<file path="config.mk">
export PLATFORM = sky130hd
export DESIGN_NAME = edf_and_weighted_round_robin_scheduler_core
export DESIGN_NICKNAME = d
export VERILOG_FILES = /design/src/rtl/core/edfwrr_pkg.sv /design/src/rtl/core/edf_and_weighted_round_robin_scheduler_core.sv /design/src/rtl/core/edfwrr_ram.sv /design/src/rtl/core/edfwrr_upd.sv
export VERILOG_INCLUDE_DIRS = /design/src /design/src/rtl/core
export SDC_FILE = /design/constraint.sdc
export NUM_CORES = 2
export LEC_CHECK = 0
export BUFFER_PORTS_ARGS = -buffer_cell sky130_fd_sc_hd__buf_2
export CAP_MARGIN = 20
export CELL_PAD_IN_SITES_DETAIL_PLACEMENT = 1
export CELL_PAD_IN_SITES_GLOBAL_PLACEMENT = 1
export CORE_MARGIN = 2
export CORE_UTILIZATION = 50
export DETAILED_ROUTE_END_ITERATION = 7
export PLACE_DENSITY = 0.71
export SETUP_SLACK_MARGIN = 0.3
export SLEW_MARGIN = 20
export SYNTH_ARGS = -nofsm -noshare
export SYNTH_HDL_FRONTEND = slang
export SYNTH_SLANG_ARGS = --single-unit
</file>
<file path="constraint.sdc">
create_clock -name clk_i -period 21.8 [get_ports clk_i]
set_input_delay 3.27 -clock clk_i [delete_from_list [all_inputs] [get_ports clk_i]]
set_output_delay 3.27 -clock clk_i [all_outputs]
set_load 0.1 [all_outputs]
</file>
<file path="src/rtl/core/edf_and_weighted_round_robin_scheduler_core_assert.svh">
// Assertion macros for the scheduler core.
// Depends on clk_i and rst_ni being visible where the macros are used.
`ifndef EDF_AND_WEIGHTED_ROUND_ROBIN_SCHEDULER_CORE_ASSERT_SVH
`define EDF_AND_WEIGHTED_ROUND_ROBIN_SCHEDULER_CORE_ASSERT_SVH

// A condition that must hold at every clock edge out of reset.
`define EDFWRR_ASSERT_ALWAYS(lbl, cond) \
  lbl: assert property (@(posedge clk_i) disable iff (!rst_ni) (cond)) \
    else $error("scheduler assertion failed");

// A condition that must hold whenever a trigger is seen.
`define EDFWRR_ASSERT_IMPLIES(lbl, trig, cond) \
  lbl: assert property (@(posedge clk_i) disable iff (!rst_ni) (trig) |-> (cond)) \
    else $error("scheduler assertion failed");

`endif

</file>
<file path="src/rtl/core/edfwrr_pkg.sv">
// Shared types and constants of the EDF and round robin scheduler core.
// No dependencies.
`timescale 1ns / 1ps

package edfwrr_pkg;

  localparam int unsigned MaxTasksDef = 16;
  localparam logic [15:0] InitPrioReset = 16'd257;
  localparam logic [7:0] CreditMask = 8'hff;
  localparam int unsigned CreditShift = 8;

  // Command codes.
  localparam logic [2:0] OpAdd = 3'd0;
  localparam logic [2:0] OpTick = 3'd1;
  localparam logic [2:0] OpYield = 3'd2;
  localparam logic [2:0] OpDelay = 3'd3;
  localparam logic [2:0] OpSuspend = 3'd4;
  localparam logic [2:0] OpResume = 3'd5;

  // Task modes.
  localparam logic [2:0] ModeStopped = 3'd0;
  localparam logic [2:0] ModeReady = 3'd1;
  localparam logic [2:0] ModeRunning = 3'd2;
  localparam logic [2:0] ModeBlocked = 3'd3;
  localparam logic [2:0] ModeSuspended = 3'd4;

  // Result status codes.
  localparam logic [1:0] StatOk = 2'd0;
  localparam logic [1:0] StatReject = 2'd1;
  localparam logic [1:0] StatNoReady = 2'd2;

  typedef struct packed {
    logic [2:0]  op;
    logic [3:0]  target_task;
    logic [15:0] delay_ticks;
    logic [15:0] task_period;
    logic [15:0] task_deadline;
  } cmd_t;

  typedef struct packed {
    logic [1:0]  status;
    logic [3:0]  running_task;
    logic        chosen_by_deadline;
    logic [31:0] switch_count;
  } res_t;

  // One task table row as held in the task memory.
  typedef struct packed {
    logic [15:0] delay_left;
    logic [15:0] period_length;
    logic [15:0] period_left;
    logic [15:0] deadline_length;
    logic [15:0] deadline_left;
    logic [15:0] priority_word;
  } task_rec_t;

  // Controls handed to the row update unit.
  typedef struct packed {
    logic tick;
    logic is_rt;
    logic is_cur;
    logic load_delay;
  } upd_ctl_t;

endpackage

</file>
<file path="src/rtl/core/edf_and_weighted_round_robin_scheduler_core.sv">
// Top level of the EDF and weighted round robin scheduler core.
// Depends on edfwrr_pkg, edfwrr_ram, edfwrr_upd and the assertion header.
//
//   Port group     Direction  Handshake               Payload
//   in_*           input      in_valid_i/in_stall_o   edfwrr_pkg::cmd_t
//   out_*          output     out_valid_o/out_stall_i edfwrr_pkg::res_t
//   cfg_*          input      cfg_we_i                initial priority word
//
// Add, rejected commands and suspend or resume of another task go straight to the
// result. Tick, yield, delay and suspend or resume of the current task sweep the
// table through the row update unit, reading then writing each row; a tick then
// picks the earliest deadline. The round robin walks the table, reading each ready
// best-effort row and writing its credit back on the single memory port. Reset
// clears control state; rows are written by add first. Commands stall while busy.
`timescale 1ns / 1ps

module edf_and_weighted_round_robin_scheduler_core #(
  parameter int unsigned MAX_TASKS = edfwrr_pkg::MaxTasksDef
) (
  input  logic              clk_i,
  input  logic              rst_ni,
  input  logic              in_valid_i,
  output logic              in_stall_o,
  input  edfwrr_pkg::cmd_t  in_data_i,
  output logic              out_valid_o,
  input  logic              out_stall_i,
  output edfwrr_pkg::res_t  out_data_o,
  input  logic              cfg_we_i,
  input  logic [15:0]       cfg_wdata_i
);
  import edfwrr_pkg::*;

  localparam int unsigned IW = $clog2(MAX_TASKS);
  localparam int unsigned TW = $clog2(MAX_TASKS + 1);
  localparam int unsigned CW = 8;

  localparam logic [2:0] StIdle = 3'd0;
  localparam logic [2:0] StSwRd = 3'd1;
  localparam logic [2:0] StSwWr = 3'd2;
  localparam logic [2:0] StPick = 3'd3;
  localparam logic [2:0] StRrStart = 3'd4;
  localparam logic [2:0] StRrStep = 3'd5;
  localparam logic [2:0] StRrWr = 3'd6;
  localparam logic [2:0] StEmit = 3'd7;

  logic [2:0]    state_q, state_d;
  logic [2:0]    mode_q [MAX_TASKS];
  logic [2:0]    mode_d [MAX_TASKS];
  logic [MAX_TASKS-1:0] rt_q, rt_d;
  logic [IW-1:0] cur_q, cur_d;
  logic [TW-1:0] total_q, total_d;
  logic [31:0]   cnt_q, cnt_d;
  logic [15:0]   prio_q;
  cmd_t          cmd_q, cmd_d;
  logic [IW-1:0] idx_q, idx_d;
  logic [IW-1:0] best_q, best_d;
  logic [15:0]   best_dl_q, best_dl_d;
  logic          found_q, found_d;
  logic [1:0]    st_q, st_d;
  logic          byd_q, byd_d;
  logic          out_vld_q, out_vld_d;
  res_t          out_q, out_d;

  logic          ram_we;
  logic [IW-1:0] ram_waddr, ram_raddr;
  task_rec_t     ram_wdata, ram_rdata, upd_rec, add_rec;
  upd_ctl_t      upd_ctl;
  logic [2:0]    upd_mode;
  logic          upd_cand;

  logic [CW-1:0] tgt_w, total_w;
  logic [IW-1:0] tgt_idx, n_idx, nxt_idx;
  logic          tgt_ok, cur_ok, any_rr, last_row;
  logic [7:0]    credit;

  edfwrr_ram #(
    .Width ($bits(task_rec_t)),
    .Depth (MAX_TASKS)
  ) u_ram (
    .clk_i   (clk_i),
    .we_i    (ram_we),
    .waddr_i (ram_waddr),
    .wdata_i (ram_wdata),
    .raddr_i (ram_raddr),
    .rdata_o (ram_rdata)
  );

  // Shared row update unit for the table sweep.
  assign upd_ctl.tick       = (cmd_q.op == OpTick);
  assign upd_ctl.is_rt      = rt_q[idx_q];
  assign upd_ctl.is_cur     = (idx_q == cur_q);
  assign upd_ctl.load_delay = (cmd_q.op == OpDelay) && (idx_q == cur_q);

  edfwrr_upd u_upd (
    .rec_i       (ram_rdata),
    .mode_i      (mode_q[idx_q]),
    .ctl_i       (upd_ctl),
    .new_delay_i (cmd_q.delay_ticks),
    .rec_o       (upd_rec),
    .mode_o      (upd_mode),
    .cand_o      (upd_cand)
  );

  // Index checks and helpers.
  assign tgt_w    = CW'(in_data_i.target_task);
  assign total_w  = CW'(total_q);
  assign tgt_idx  = IW'(tgt_w);
  assign n_idx    = total_q[IW-1:0];
  assign tgt_ok   = tgt_w < total_w;
  assign cur_ok   = (CW'(cur_q) < total_w) &&
                    (mode_q[cur_q] == ModeReady || mode_q[cur_q] == ModeRunning);
  assign last_row = (TW'(idx_q) + TW'(1)) == total_q;
  assign nxt_idx  = ((TW'(idx_q) + TW'(1)) == total_q) ? '0 : idx_q + IW'(1);
  assign credit   = ram_rdata.priority_word[7:0] - 8'd1;

  // Row written by an add command.
  always_comb begin
    add_rec.delay_left      = 16'd0;
    add_rec.period_length   = in_data_i.task_period;
    add_rec.period_left     = in_data_i.task_period;
    add_rec.deadline_length = in_data_i.task_deadline;
    add_rec.deadline_left   = in_data_i.task_deadline;
    add_rec.priority_word   = prio_q;
  end

  // Any ready best-effort task in the table.
  always_comb begin
    any_rr = 1'b0;
    for (int i = 0; i < MAX_TASKS; i++) begin
      if (CW'(i) < total_w && mode_q[i] == ModeReady && !rt_q[i]) begin
        any_rr = 1'b1;
      end
    end
  end

  // Command sequencer.
  always_comb begin
    state_d   = state_q;
    mode_d    = mode_q;
    rt_d      = rt_q;
    cur_d     = cur_q;
    total_d   = total_q;
    cnt_d     = cnt_q;
    cmd_d     = cmd_q;
    idx_d     = idx_q;
    best_d    = best_q;
    best_dl_d = best_dl_q;
    found_d   = found_q;
    st_d      = st_q;
    byd_d     = byd_q;
    out_vld_d = out_vld_q && out_stall_i;
    out_d     = out_q;
    ram_we    = 1'b0;
    ram_waddr = idx_q;
    ram_wdata = upd_rec;
    ram_raddr = idx_q;
    unique case (state_q)
      StIdle: begin
        if (in_valid_i) begin
          cmd_d   = in_data_i;
          byd_d   = 1'b0;
          st_d    = StatReject;
          idx_d   = '0;
          found_d = 1'b0;
          state_d = StEmit;
          case (in_data_i.op)
            OpAdd: begin
              if (total_q < TW'(MAX_TASKS)) begin
                ram_we        = 1'b1;
                ram_waddr     = n_idx;
                ram_wdata     = add_rec;
                mode_d[n_idx] = ModeReady;
                rt_d[n_idx]   = in_data_i.task_deadline != 16'd0;
                cur_d         = n_idx;
                total_d       = total_q + TW'(1);
                st_d          = StatOk;
              end
            end
            OpTick, OpYield: begin
              if (total_q == '0) begin
                st_d = StatNoReady;
              end else begin
                state_d = StSwRd;
              end
            end
            OpDelay: begin
              if (cur_ok) begin
                mode_d[cur_q] = ModeBlocked;
                state_d       = StSwRd;
              end
            end
            OpSuspend: begin
              if (tgt_ok && (mode_q[tgt_idx] == ModeReady ||
                             mode_q[tgt_idx] == ModeRunning)) begin
                mode_d[tgt_idx] = ModeSuspended;
                st_d            = StatOk;
                if (tgt_idx == cur_q) begin
                  state_d = StSwRd;
                end
              end
            end
            OpResume: begin
              if (tgt_ok && mode_q[tgt_idx] == ModeSuspended) begin
                mode_d[tgt_idx] = ModeReady;
                st_d            = StatOk;
                if (tgt_idx == cur_q) begin
                  state_d = StSwRd;
                end
              end
            end
            default: st_d = StatReject;
          endcase
        end
      end
      StSwRd: begin
        state_d = StSwWr;
      end
      StSwWr: begin
        // Write back the updated row and track the earliest deadline.
        ram_we        = 1'b1;
        mode_d[idx_q] = upd_mode;
        if (upd_ctl.tick && upd_cand &&
            (!found_q || upd_rec.deadline_left < best_dl_q)) begin
          found_d   = 1'b1;
          best_d    = idx_q;
          best_dl_d = upd_rec.deadline_left;
        end
        if (last_row) begin
          state_d = upd_ctl.tick ? StPick : StRrStart;
        end else begin
          idx_d   = idx_q + IW'(1);
          state_d = StSwRd;
        end
      end
      StPick: begin
        if (found_q) begin
          mode_d[best_q] = ModeRunning;
          cur_d          = best_q;
          cnt_d          = cnt_q + 32'd1;
          st_d           = StatOk;
          byd_d          = 1'b1;
          state_d        = StEmit;
        end else begin
          state_d = StRrStart;
        end
      end
      StRrStart: begin
        if (any_rr) begin
          idx_d   = cur_q;
          state_d = StRrStep;
        end else begin
          st_d    = StatNoReady;
          state_d = StEmit;
        end
      end
      StRrStep: begin
        // Walk to the next task; read the row of a best-effort candidate.
        idx_d     = nxt_idx;
        ram_raddr = nxt_idx;
        if (mode_q[nxt_idx] == ModeReady && !rt_q[nxt_idx]) begin
          state_d = StRrWr;
        end
      end
      StRrWr: begin
        // Spend one credit; the task whose credit runs out is run.
        ram_we    = 1'b1;
        ram_wdata = ram_rdata;
        if (credit == 8'd0) begin
          ram_wdata.priority_word[7:0] =
            8'((ram_rdata.priority_word >> CreditShift) & 16'(CreditMask));
          mode_d[idx_q] = ModeRunning;
          cur_d         = idx_q;
          cnt_d         = cnt_q + 32'd1;
          st_d          = StatOk;
          state_d       = StEmit;
        end else begin
          ram_wdata.priority_word[7:0] = credit;
          state_d = StRrStep;
        end
      end
      StEmit: begin
        if (!out_vld_q || !out_stall_i) begin
          out_vld_d                = 1'b1;
          out_d.status             = st_q;
          out_d.running_task       = 4'(cur_q);
          out_d.chosen_by_deadline = byd_q;
          out_d.switch_count       = cnt_q;
          state_d                  = StIdle;
        end
      end
      default: state_d = StIdle;
    endcase
  end

  // Control registers.
  always_ff @(posedge clk_i or negedge rst_ni) begin
    if (!rst_ni) begin
      state_q   <= StIdle;
      for (int i = 0; i < MAX_TASKS; i++) begin
        mode_q[i] <= ModeStopped;
      end
      rt_q      <= '0;
      cur_q     <= '0;
      total_q   <= '0;
      cnt_q     <= '0;
      prio_q    <= InitPrioReset;
      out_vld_q <= 1'b0;
    end else begin
      state_q   <= state_d;
      mode_q    <= mode_d;
      rt_q      <= rt_d;
      cur_q     <= cur_d;
      total_q   <= total_d;
      cnt_q     <= cnt_d;
      out_vld_q <= out_vld_d;
      if (cfg_we_i) begin
        prio_q <= cfg_wdata_i;
      end
    end
  end

  // Working and result payload registers.
  always_ff @(posedge clk_i) begin
    cmd_q     <= cmd_d;
    idx_q     <= idx_d;
    best_q    <= best_d;
    best_dl_q <= best_dl_d;
    found_q   <= found_d;
    st_q      <= st_d;
    byd_q     <= byd_d;
    out_q     <= out_d;
  end

  assign in_stall_o  = state_q != StIdle;
  assign out_valid_o = out_vld_q;
  assign out_data_o  = out_q;

  `include "edf_and_weighted_round_robin_scheduler_core_assert.svh"

  `EDFWRR_ASSERT_ALWAYS(a_total_max, total_q <= TW'(MAX_TASKS))
  `EDFWRR_ASSERT_IMPLIES(a_cur_in_table, total_q != '0, CW'(cur_q) < total_w)
  `EDFWRR_ASSERT_IMPLIES(a_count_on_decision, cnt_q != $past(cnt_q),
    $past(state_q) == StPick || $past(state_q) == StRrWr)
  `EDFWRR_ASSERT_IMPLIES(a_result_from_emit, out_vld_q && !$past(out_vld_q),
    $past(state_q) == StEmit)

endmodule

</file>
<file path="src/rtl/core/edfwrr_ram.sv">
// Generic single write port RAM with registered read.
// No dependencies.
`timescale 1ns / 1ps

module edfwrr_ram #(
  parameter int unsigned Width = 8,
  parameter int unsigned Depth = 16
) (
  input  logic                     clk_i,
  input  logic                     we_i,
  input  logic [$clog2(Depth)-1:0] waddr_i,
  input  logic [Width-1:0]         wdata_i,
  input  logic [$clog2(Depth)-1:0] raddr_i,
  output logic [Width-1:0]         rdata_o
);

  logic [Width-1:0] mem_q [Depth];
  logic [Width-1:0] rdata_q;

  // Write port and registered read port.
  always_ff @(posedge clk_i) begin
    if (we_i) begin
      mem_q[waddr_i] <= wdata_i;
    end
    rdata_q <= mem_q[raddr_i];
  end

  assign rdata_o = rdata_q;

endmodule

</file>
<file path="src/rtl/core/edfwrr_upd.sv">
// Row update unit: delay countdown, real-time counters and demotion of one task.
// Depends on edfwrr_pkg.
`timescale 1ns / 1ps

module edfwrr_upd (
  input  edfwrr_pkg::task_rec_t rec_i,
  input  logic [2:0]            mode_i,
  input  edfwrr_pkg::upd_ctl_t  ctl_i,
  input  logic [15:0]           new_delay_i,
  output edfwrr_pkg::task_rec_t rec_o,
  output logic [2:0]            mode_o,
  output logic                  cand_o
);
  import edfwrr_pkg::*;

  always_comb begin
    rec_o  = rec_i;
    mode_o = mode_i;
    if (ctl_i.load_delay) begin
      rec_o.delay_left = new_delay_i;
    end
    // A blocked task counts down and becomes ready at zero.
    if (mode_o == ModeBlocked && rec_o.delay_left != 16'd0) begin
      rec_o.delay_left = rec_o.delay_left - 16'd1;
      if (rec_o.delay_left == 16'd0) begin
        mode_o = ModeReady;
      end
    end
    // Real-time counters of ready or running tasks advance on a tick.
    if (ctl_i.tick && ctl_i.is_rt && (mode_o == ModeReady || mode_o == ModeRunning)) begin
      if (rec_o.deadline_left != 16'd0) begin
        rec_o.deadline_left = rec_o.deadline_left - 16'd1;
      end
      if (rec_o.period_left <= 16'd1) begin
        rec_o.period_left   = rec_o.period_length;
        rec_o.deadline_left = rec_o.deadline_length;
      end else begin
        rec_o.period_left = rec_o.period_left - 16'd1;
      end
    end
    // The current task gives up the processor.
    if (ctl_i.is_cur && mode_o == ModeRunning) begin
      mode_o = ModeReady;
    end
    cand_o = ctl_i.is_rt && mode_o == ModeReady;
  end

endmodule

</file>
== After elaboration in Yosys (flattened, before gate mapping) ==
Memories as Yosys holds them, arrays and structs flattened. A register that Yosys moved wholly into a read port is not among the register bits.
Cells that the tools add are included.

* Output and inout bits: 41
* RAM bits: 1,536
* Word-level logic and storage cells: 396
* Memories kept: 1
* Input bits: 76
* Register bits after elaboration: 211

{| class="wikitable"
|+ Memory list
! name !! depth !! width !! rd ports !! clocked after Yosys merged registers in !! wr ports !! RTL line !! RTL
|-
| u_ram.mem_q || 16 || 96 || 1 || 1 || 1 || edfwrr_ram.sv:17 || <nowiki>logic [Width-1:0] mem_q [Depth];</nowiki>
|}

* Multiplexer cells: 127
* Order comparisons: 36
* Equal/unequal tests: 59
* Bitwise operators: 24
* Add/subtract/negate cells: 8
* Reductions and logical operators: 106

{| class="wikitable"
|+ Operators with widths
! cell !! count
|-
| $pmux W48 S4 || 2
|-
| $mux W48 || 7
|-
| $mux W96 || 3
|-
| $pmux W96 S2 || 1
|-
| $and A32 B32 Y32 || 5
|-
| $not A32 Y32 || 5
|-
| $mux W16 || 7
|-
| $or A16 B16 Y16 || 5
|-
| $mux W3 || 26
|-
| $eq A3 B1 Y1 const B || 24
|-
| $mux W32 || 2
|-
| $pmux W32 S2 || 1
|-
| $demux W3 S4 || 5
|-
| $mux W4 || 14
|-
| $logic_and A1 B1 Y1 || 51
|-
| $bmux W3 S4 || 4
|-
| $bwmux W48 || 1
|-
| $reduce_bool A16 Y1 || 3
|-
| $sub A16 B1 Y16 const B || 3
|-
| $lt A4 B5 Y1 const A || 8
|-
| $add A32 B1 Y32 const B || 1
|-
| $mux W1 || 32
|-
| $or A32 B32 Y32 || 1
|-
| $ge A5 B5 Y1 const B || 6
|-
| other kinds (52) || 143
|}

== Longest topological paths before layout ==
* Depth after elaboration: 21
* Mapped depth: 29
* Depth with buffers taken out: 25

== Cells and area by module ==
From an unflattened synthesis, not the netlist that was laid out.

* Cell total of the unflattened synthesis: 4,410
* Area total of the unflattened synthesis: 76,704.8 um^2

{| class="wikitable"
|+ By module, submodules not included
! module !! seq. area each (um^2) !! times used !! cells each !! area an instance (um^2)
|-
| edfwrr_ram || 48,046.1 || 1 || 2,460 || 59,354.4
|-
| edf_and_weighted_round_robin_scheduler_core || 5,713.0 || 1 || 1,530 || 14,674.1
|-
| edfwrr_upd || 0.0 || 1 || 420 || 2,676.3
|}

== Worst setup path before layout ==
OpenSTA, ideal clock, no wires.

* Path kind: input to register
* Start: input in_data_i[54] in the netlist's numbering
* End: memory u_ram.mem_q[0][0] in the netlist's numbering (enable)
* Required time: 21.248 ns
* Setup slack: 12.274 ns
* Arrival time: 8.974 ns
* Stages: 8
* Buffers on the path: 4
* Library setup time: 0.552 ns
* Cell sequence: clkbuf_1 > nor4_1 > and3_1 > clkbuf_1 > clkbuf_1 > clkbuf_1 > a21oi_1 > nor2_1

* Cells in the longest elaborated chain, start to end: 6
* Elaborated cells on any way between the ends: 9
* Those cells by class: mux (8); reduce/logical (1)

{| class="wikitable"
|+ RTL lines
! what !! RTL line !! RTL
|-
| start, declared || edf_and_weighted_round_robin_scheduler_core.sv:24 || <nowiki>input edfwrr_pkg::cmd_t in_data_i,</nowiki>
|-
| $logic_not A3 Y1 (*) || edf_and_weighted_round_robin_scheduler_core.sv:166 || <nowiki>case (in_data_i.op)</nowiki>
|-
| $mux W1 || edf_and_weighted_round_robin_scheduler_core.sv:166 ||
|-
| $mux W1 || edf_and_weighted_round_robin_scheduler_core.sv:159 || <nowiki>if (in_valid_i) begin</nowiki>
|-
| $pmux W1 S2 || edf_and_weighted_round_robin_scheduler_core.sv:157 || <nowiki>unique case (state_q)</nowiki>
|-
| $mux W1 || edfwrr_ram.sv:22 || <nowiki>if (we_i) begin</nowiki>
|-
| $mux W1 (not written as such) || edfwrr_ram.sv:23 || <nowiki>mem_q[waddr_i] <= wdata_i;</nowiki>
|-
| end, declared || edfwrr_ram.sv:17 ||
|}

Mark *: on every way between the ends. The rest lies on a longest branch, timed or not.

==> metrics.md <==
| Metric | Value |
|---|---|
| Flop-to-flop setup slack | about 13 ns |
| Failing checks | DRC |
| Max Slew Vio Count | 0 |
| Outcome | finished, violations left |
| Worst min-delay path class | flip-flop to flip-flop |
| CTS tree | yes |
| Synthesized area | ~0.08 mm² |
| Worst reg2reg endpoint | best_dl_q[14] |
| Synth unique cells | 89 |
| Via Count | 51,000 |
| Clock Tree Root | clkbuf_16 |
| Initial Util | about half |
| GP Congestion | 0.938 |
| Clock Path Buffers | 3 |
| Leakage | between 30 and 40 nW |
| Post-Route Utilization | 56.3% |
| Largest net degree at the start of global routing | around 140 |
| Final Skew | 0.0366 ns |
| CTS H-Tree Depth | 4 |
| Dpl cell area | about 0.083 mm² |
| Peak Freq | 110 MHz |
| Pre-antenna DRT Iters | 8 |
| Final setup fails | 0 |
| Synth Flop Type | edfxtp_1 |
| Setup_tns | 0 ns |
| Fin nets | 5,820 |
| Final wirelength | around 240,000 µm |
| Relative slew slack | a little over 20% |
| Largest family of logic cells by synthesized area | multiplexers |
| Worst skew pair latency | around 0.82 ns |
| R2R cell count | 25 |
| Synth warnings | 0 |
| Fin worst setup slack | between 10 and 15 ns |
| Max VDD drop | 0.182 mV |
| Final Critical Period | around 9.1 ns |
| CP startpoint | idx_q[2] |
| Worst setup path end | best_dl_q[14] |
| Initial DRC count | roughly 5,100 |
| Post-synthesis mux area share | 12.1% |
| Synth Area in Compound Gates | a little under a tenth |
| Die X | 404 µm |
| Net count after synthesis | 5,779 |
| Initial antenna violation count | 6 |
| N_diodes | 0 |
| Worst Path Required | 22.30 ns |
| Number of remaining DRC errors | 4 |
| Tightest Pin Transition | 1.19 ns |
| Async SR Flop Fraction | under 10% |
| Clock transition at the registers of the reported paths | approximately 0.06 ns |
| Clock Sinks | roughly 1,800 |
| CP Max Fanout | 41 |
| CTS buffer count | about 190 |
| Post-synthesis adder-cell area fraction | 0.608% |
| Post-DP HPWL | 138,000 µm |
| CP Class | flip-flop to flip-flop |
| Core region area | approximately 0.16 mm² |
| Number of buffers added on ports | between 100 and 150 |
| Vias in the first global route | roughly 53,000 |
| Hold buffers post-CTS | 0 |
| Seq/Total Area, Yosys | 67.3% |
| Global route overflow | 0 |
| Post-Place Setup Slack | around 13 ns |
| I/O pins | between 100 and 150 |
| Chip height | 404 µm |
| CP endpoint kind | flip-flop |
| Design Area, Final | roughly 0.089 mm² |
| RSZ-0062 raised after global routing | no |
| EDFF count, synth | around 1,600 |
| Synthesis-to-finish area growth | 11.8% |
| Leading cell type in the layout, fill and taps excluded | edfxtp_1 |
| Simple-Gate Fraction of Synth Area | ~7.6% |
| WL/cell | 29.8 µm |
| Syn avg cell area | about 14 µm² |
| Layout cells sized above 1 | between 10% and 20% |
| Post-cts resize count | 0 |
| Worst r2r src | idx_q[2] |
| Synth Register Bits | 1,843 |
| Post-synthesis cell count | approximately 5,700 |
| DR vias/cell | about 6.4 |
| Final ANT Viol Nets | 0 |
| Commonest cells after routing, fill and taps aside | edfxtp_1 (1,622), nand2_1 (746), mux2_2 (419) |
| First-pass GRT wire length | around 350,000 µm |
| CP arrival | roughly 9.6 ns |
| Max cap viols | 0 |
| Tcrit/Tclk final | around two fifths |
| PwrDens | ~160 mW/mm² |
| Final Hold Fails | 0 |
| Rows | about 150 |
| Die Area | roughly 0.16 mm² |
| Post-CTS setup buffers | 0 |
| Total GRT Usage | between 20% and 30% |
| CP Launch Type | flip-flop |
| Post-Synth XOR/XNOR Area | less than 1% |
==> worst min-delay path by stage <==
stage                     slack (ns)  start  depth (start not counted)        endpoint
after global placement          0.43  byd_q                          0  out_data_o[32]
final                           0.44  byd_q                          0  out_data_o[32]
after global routing            0.46  byd_q                          0  out_data_o[32]
after floorplan                 0.40  byd_q                          0  out_data_o[32]
after CTS                       0.44  byd_q                          0  out_data_o[32]
after detailed placement        0.42  byd_q                          0  out_data_o[32]
==> per-stage QoR <==
| stage | hold slack [ns] | power [mW] | cells |
|---|---|---|---|
| after floorplan | 0.400 | 8.76 | 5665 |
| after global placement | 0.425 | 10.4 | 7582 |
| after detailed placement | 0.425 | 10.5 | 7583 |
| after CTS | 0.440 | 13.9 | 7945 |
| after global routing | 0.459 | 14.5 | 7947 |
| final | 0.442 | 13.9 | 7947 |
==> area by class of cell <==
cell class | count | area, µm²
tap | 2072 | 2590
inverter | 52 | 195
clock inverter | 109 | 1250
clock buffer | 253 | 5200
multi-input combinational | 3380 | 24700
fill | 15000 | 69300
timing repair buffer | 238 | 1560
sequential | 1843 | 53800
==> cells by family (layout without fill, tap and decap cells) <==
family / Yosys count / count (layout)
mux: 862 / 862
compound gates: 1079 / 1079
buf+inv: 442 / 652
simple gates: 1336 / 1336
xor+xnor: 64 / 64
fa+ha+maj: 39 / 39
flops: 1843 / 1843
==> cell usage after synthesis (9+ instances only) <==
cell type / count / area share (%)
a221oi_1: 11 / 0.12
o211ai_1: 409 / 3.8
a22o_1: 34 / 0.37
a32oi_1: 15 / 0.16
a21o_1: 17 / 0.16
o21ai_0: 163 / 1.0
dfxtp_1: 96 / 2.4
nor3_1: 62 / 0.39
a21boi_0: 9 / 0.085
a22oi_1: 29 / 0.27
buf_2: 61 / 0.38
a221o_1: 12 / 0.15
nor4b_1: 16 / 0.18
xor2_1: 19 / 0.21
mux2_2: 419 / 5.9
edfxtp_1: 1622 / 61
dfrtp_1: 123 / 3.9
buf_1: 58 / 0.27
a21oi_1: 117 / 0.73
a31oi_1: 46 / 0.36
ha_1: 38 / 0.60
or3_1: 22 / 0.17
or4_1: 16 / 0.15
nand2_1: 749 / 3.5
xnor2_1: 44 / 0.48
a32o_1: 9 / 0.11
nand3_1: 62 / 0.39
clkbuf_1: 268 / 1.3
mux2i_1: 399 / 5.0
nor2b_1: 22 / 0.17
mux4_2: 42 / 1.2
o31ai_1: 21 / 0.20
inv_1: 49 / 0.23
nand4_1: 117 / 0.92
and3_1: 22 / 0.17
and2_1: 12 / 0.094
o22ai_1: 30 / 0.23
a31o_2: 9 / 0.099
a2bb2oi_1: 12 / 0.13
a211oi_1: 28 / 0.26
nor4_1: 20 / 0.16
nand2b_1: 16 / 0.13
nor2_1: 168 / 0.79
==> per-layer routing <==
metal / vias up / wire [µm] / part of all wire (%) / global-route usage [%]
met5: - / 49 / 0.021 / 0
li1: 22100 / - / - / -
met4: 6 / 6200 / 2.6 / 7.98
met1: 26600 / 101000 / 43 / 39.9
met2: 1872 / 115000 / 48 / 47.7
met3: 423 / 14500 / 6.1 / 4.19
==> state kept, by name, indices dropped and copies added (netlist names), 5 cells and up <==
register / count
rt_q: 16
cmd_q: 19
best_dl_q: 16
total_q: 5
prio_q: 16
u_ram.rdata_o: 96
out_data_o: 39
cnt_q: 32
u_ram.mem_q: 1536
mode_q: 48
==> worst max-delay path: stages (launching register included) <==
cell,delay (ns)
edfxtp_1,0.84
xnor2_1,0.19
and4_1,0.32
nand2_1,0.09
buf_4,0.38
mux2i_1,0.42
ha_1,0.50
or4b_2,0.67
nor4_1,0.33
xor2_1,0.13
a2111oi_0,0.57
o211ai_1,0.25
o21ai_4,0.43
mux2i_4,0.37
buf_4,0.43
o21ai_0,0.22
a22o_1,0.31
ha_1,0.32
a21o_1,0.19
a211oi_1,0.23
o211ai_1,0.19
nor2_1,0.14
mux2_2,0.22
nand4_1,0.14
o21ai_2,0.48
buf_4,0.35
==> power breakdown <==
group / switching [mW] / internal [mW]
combinational: 3.62 / 1.81
sequential: 0.332 / 4.76
clock: 1.42 / 1.94
Note: power is estimated with default switching activity, not from simulation.
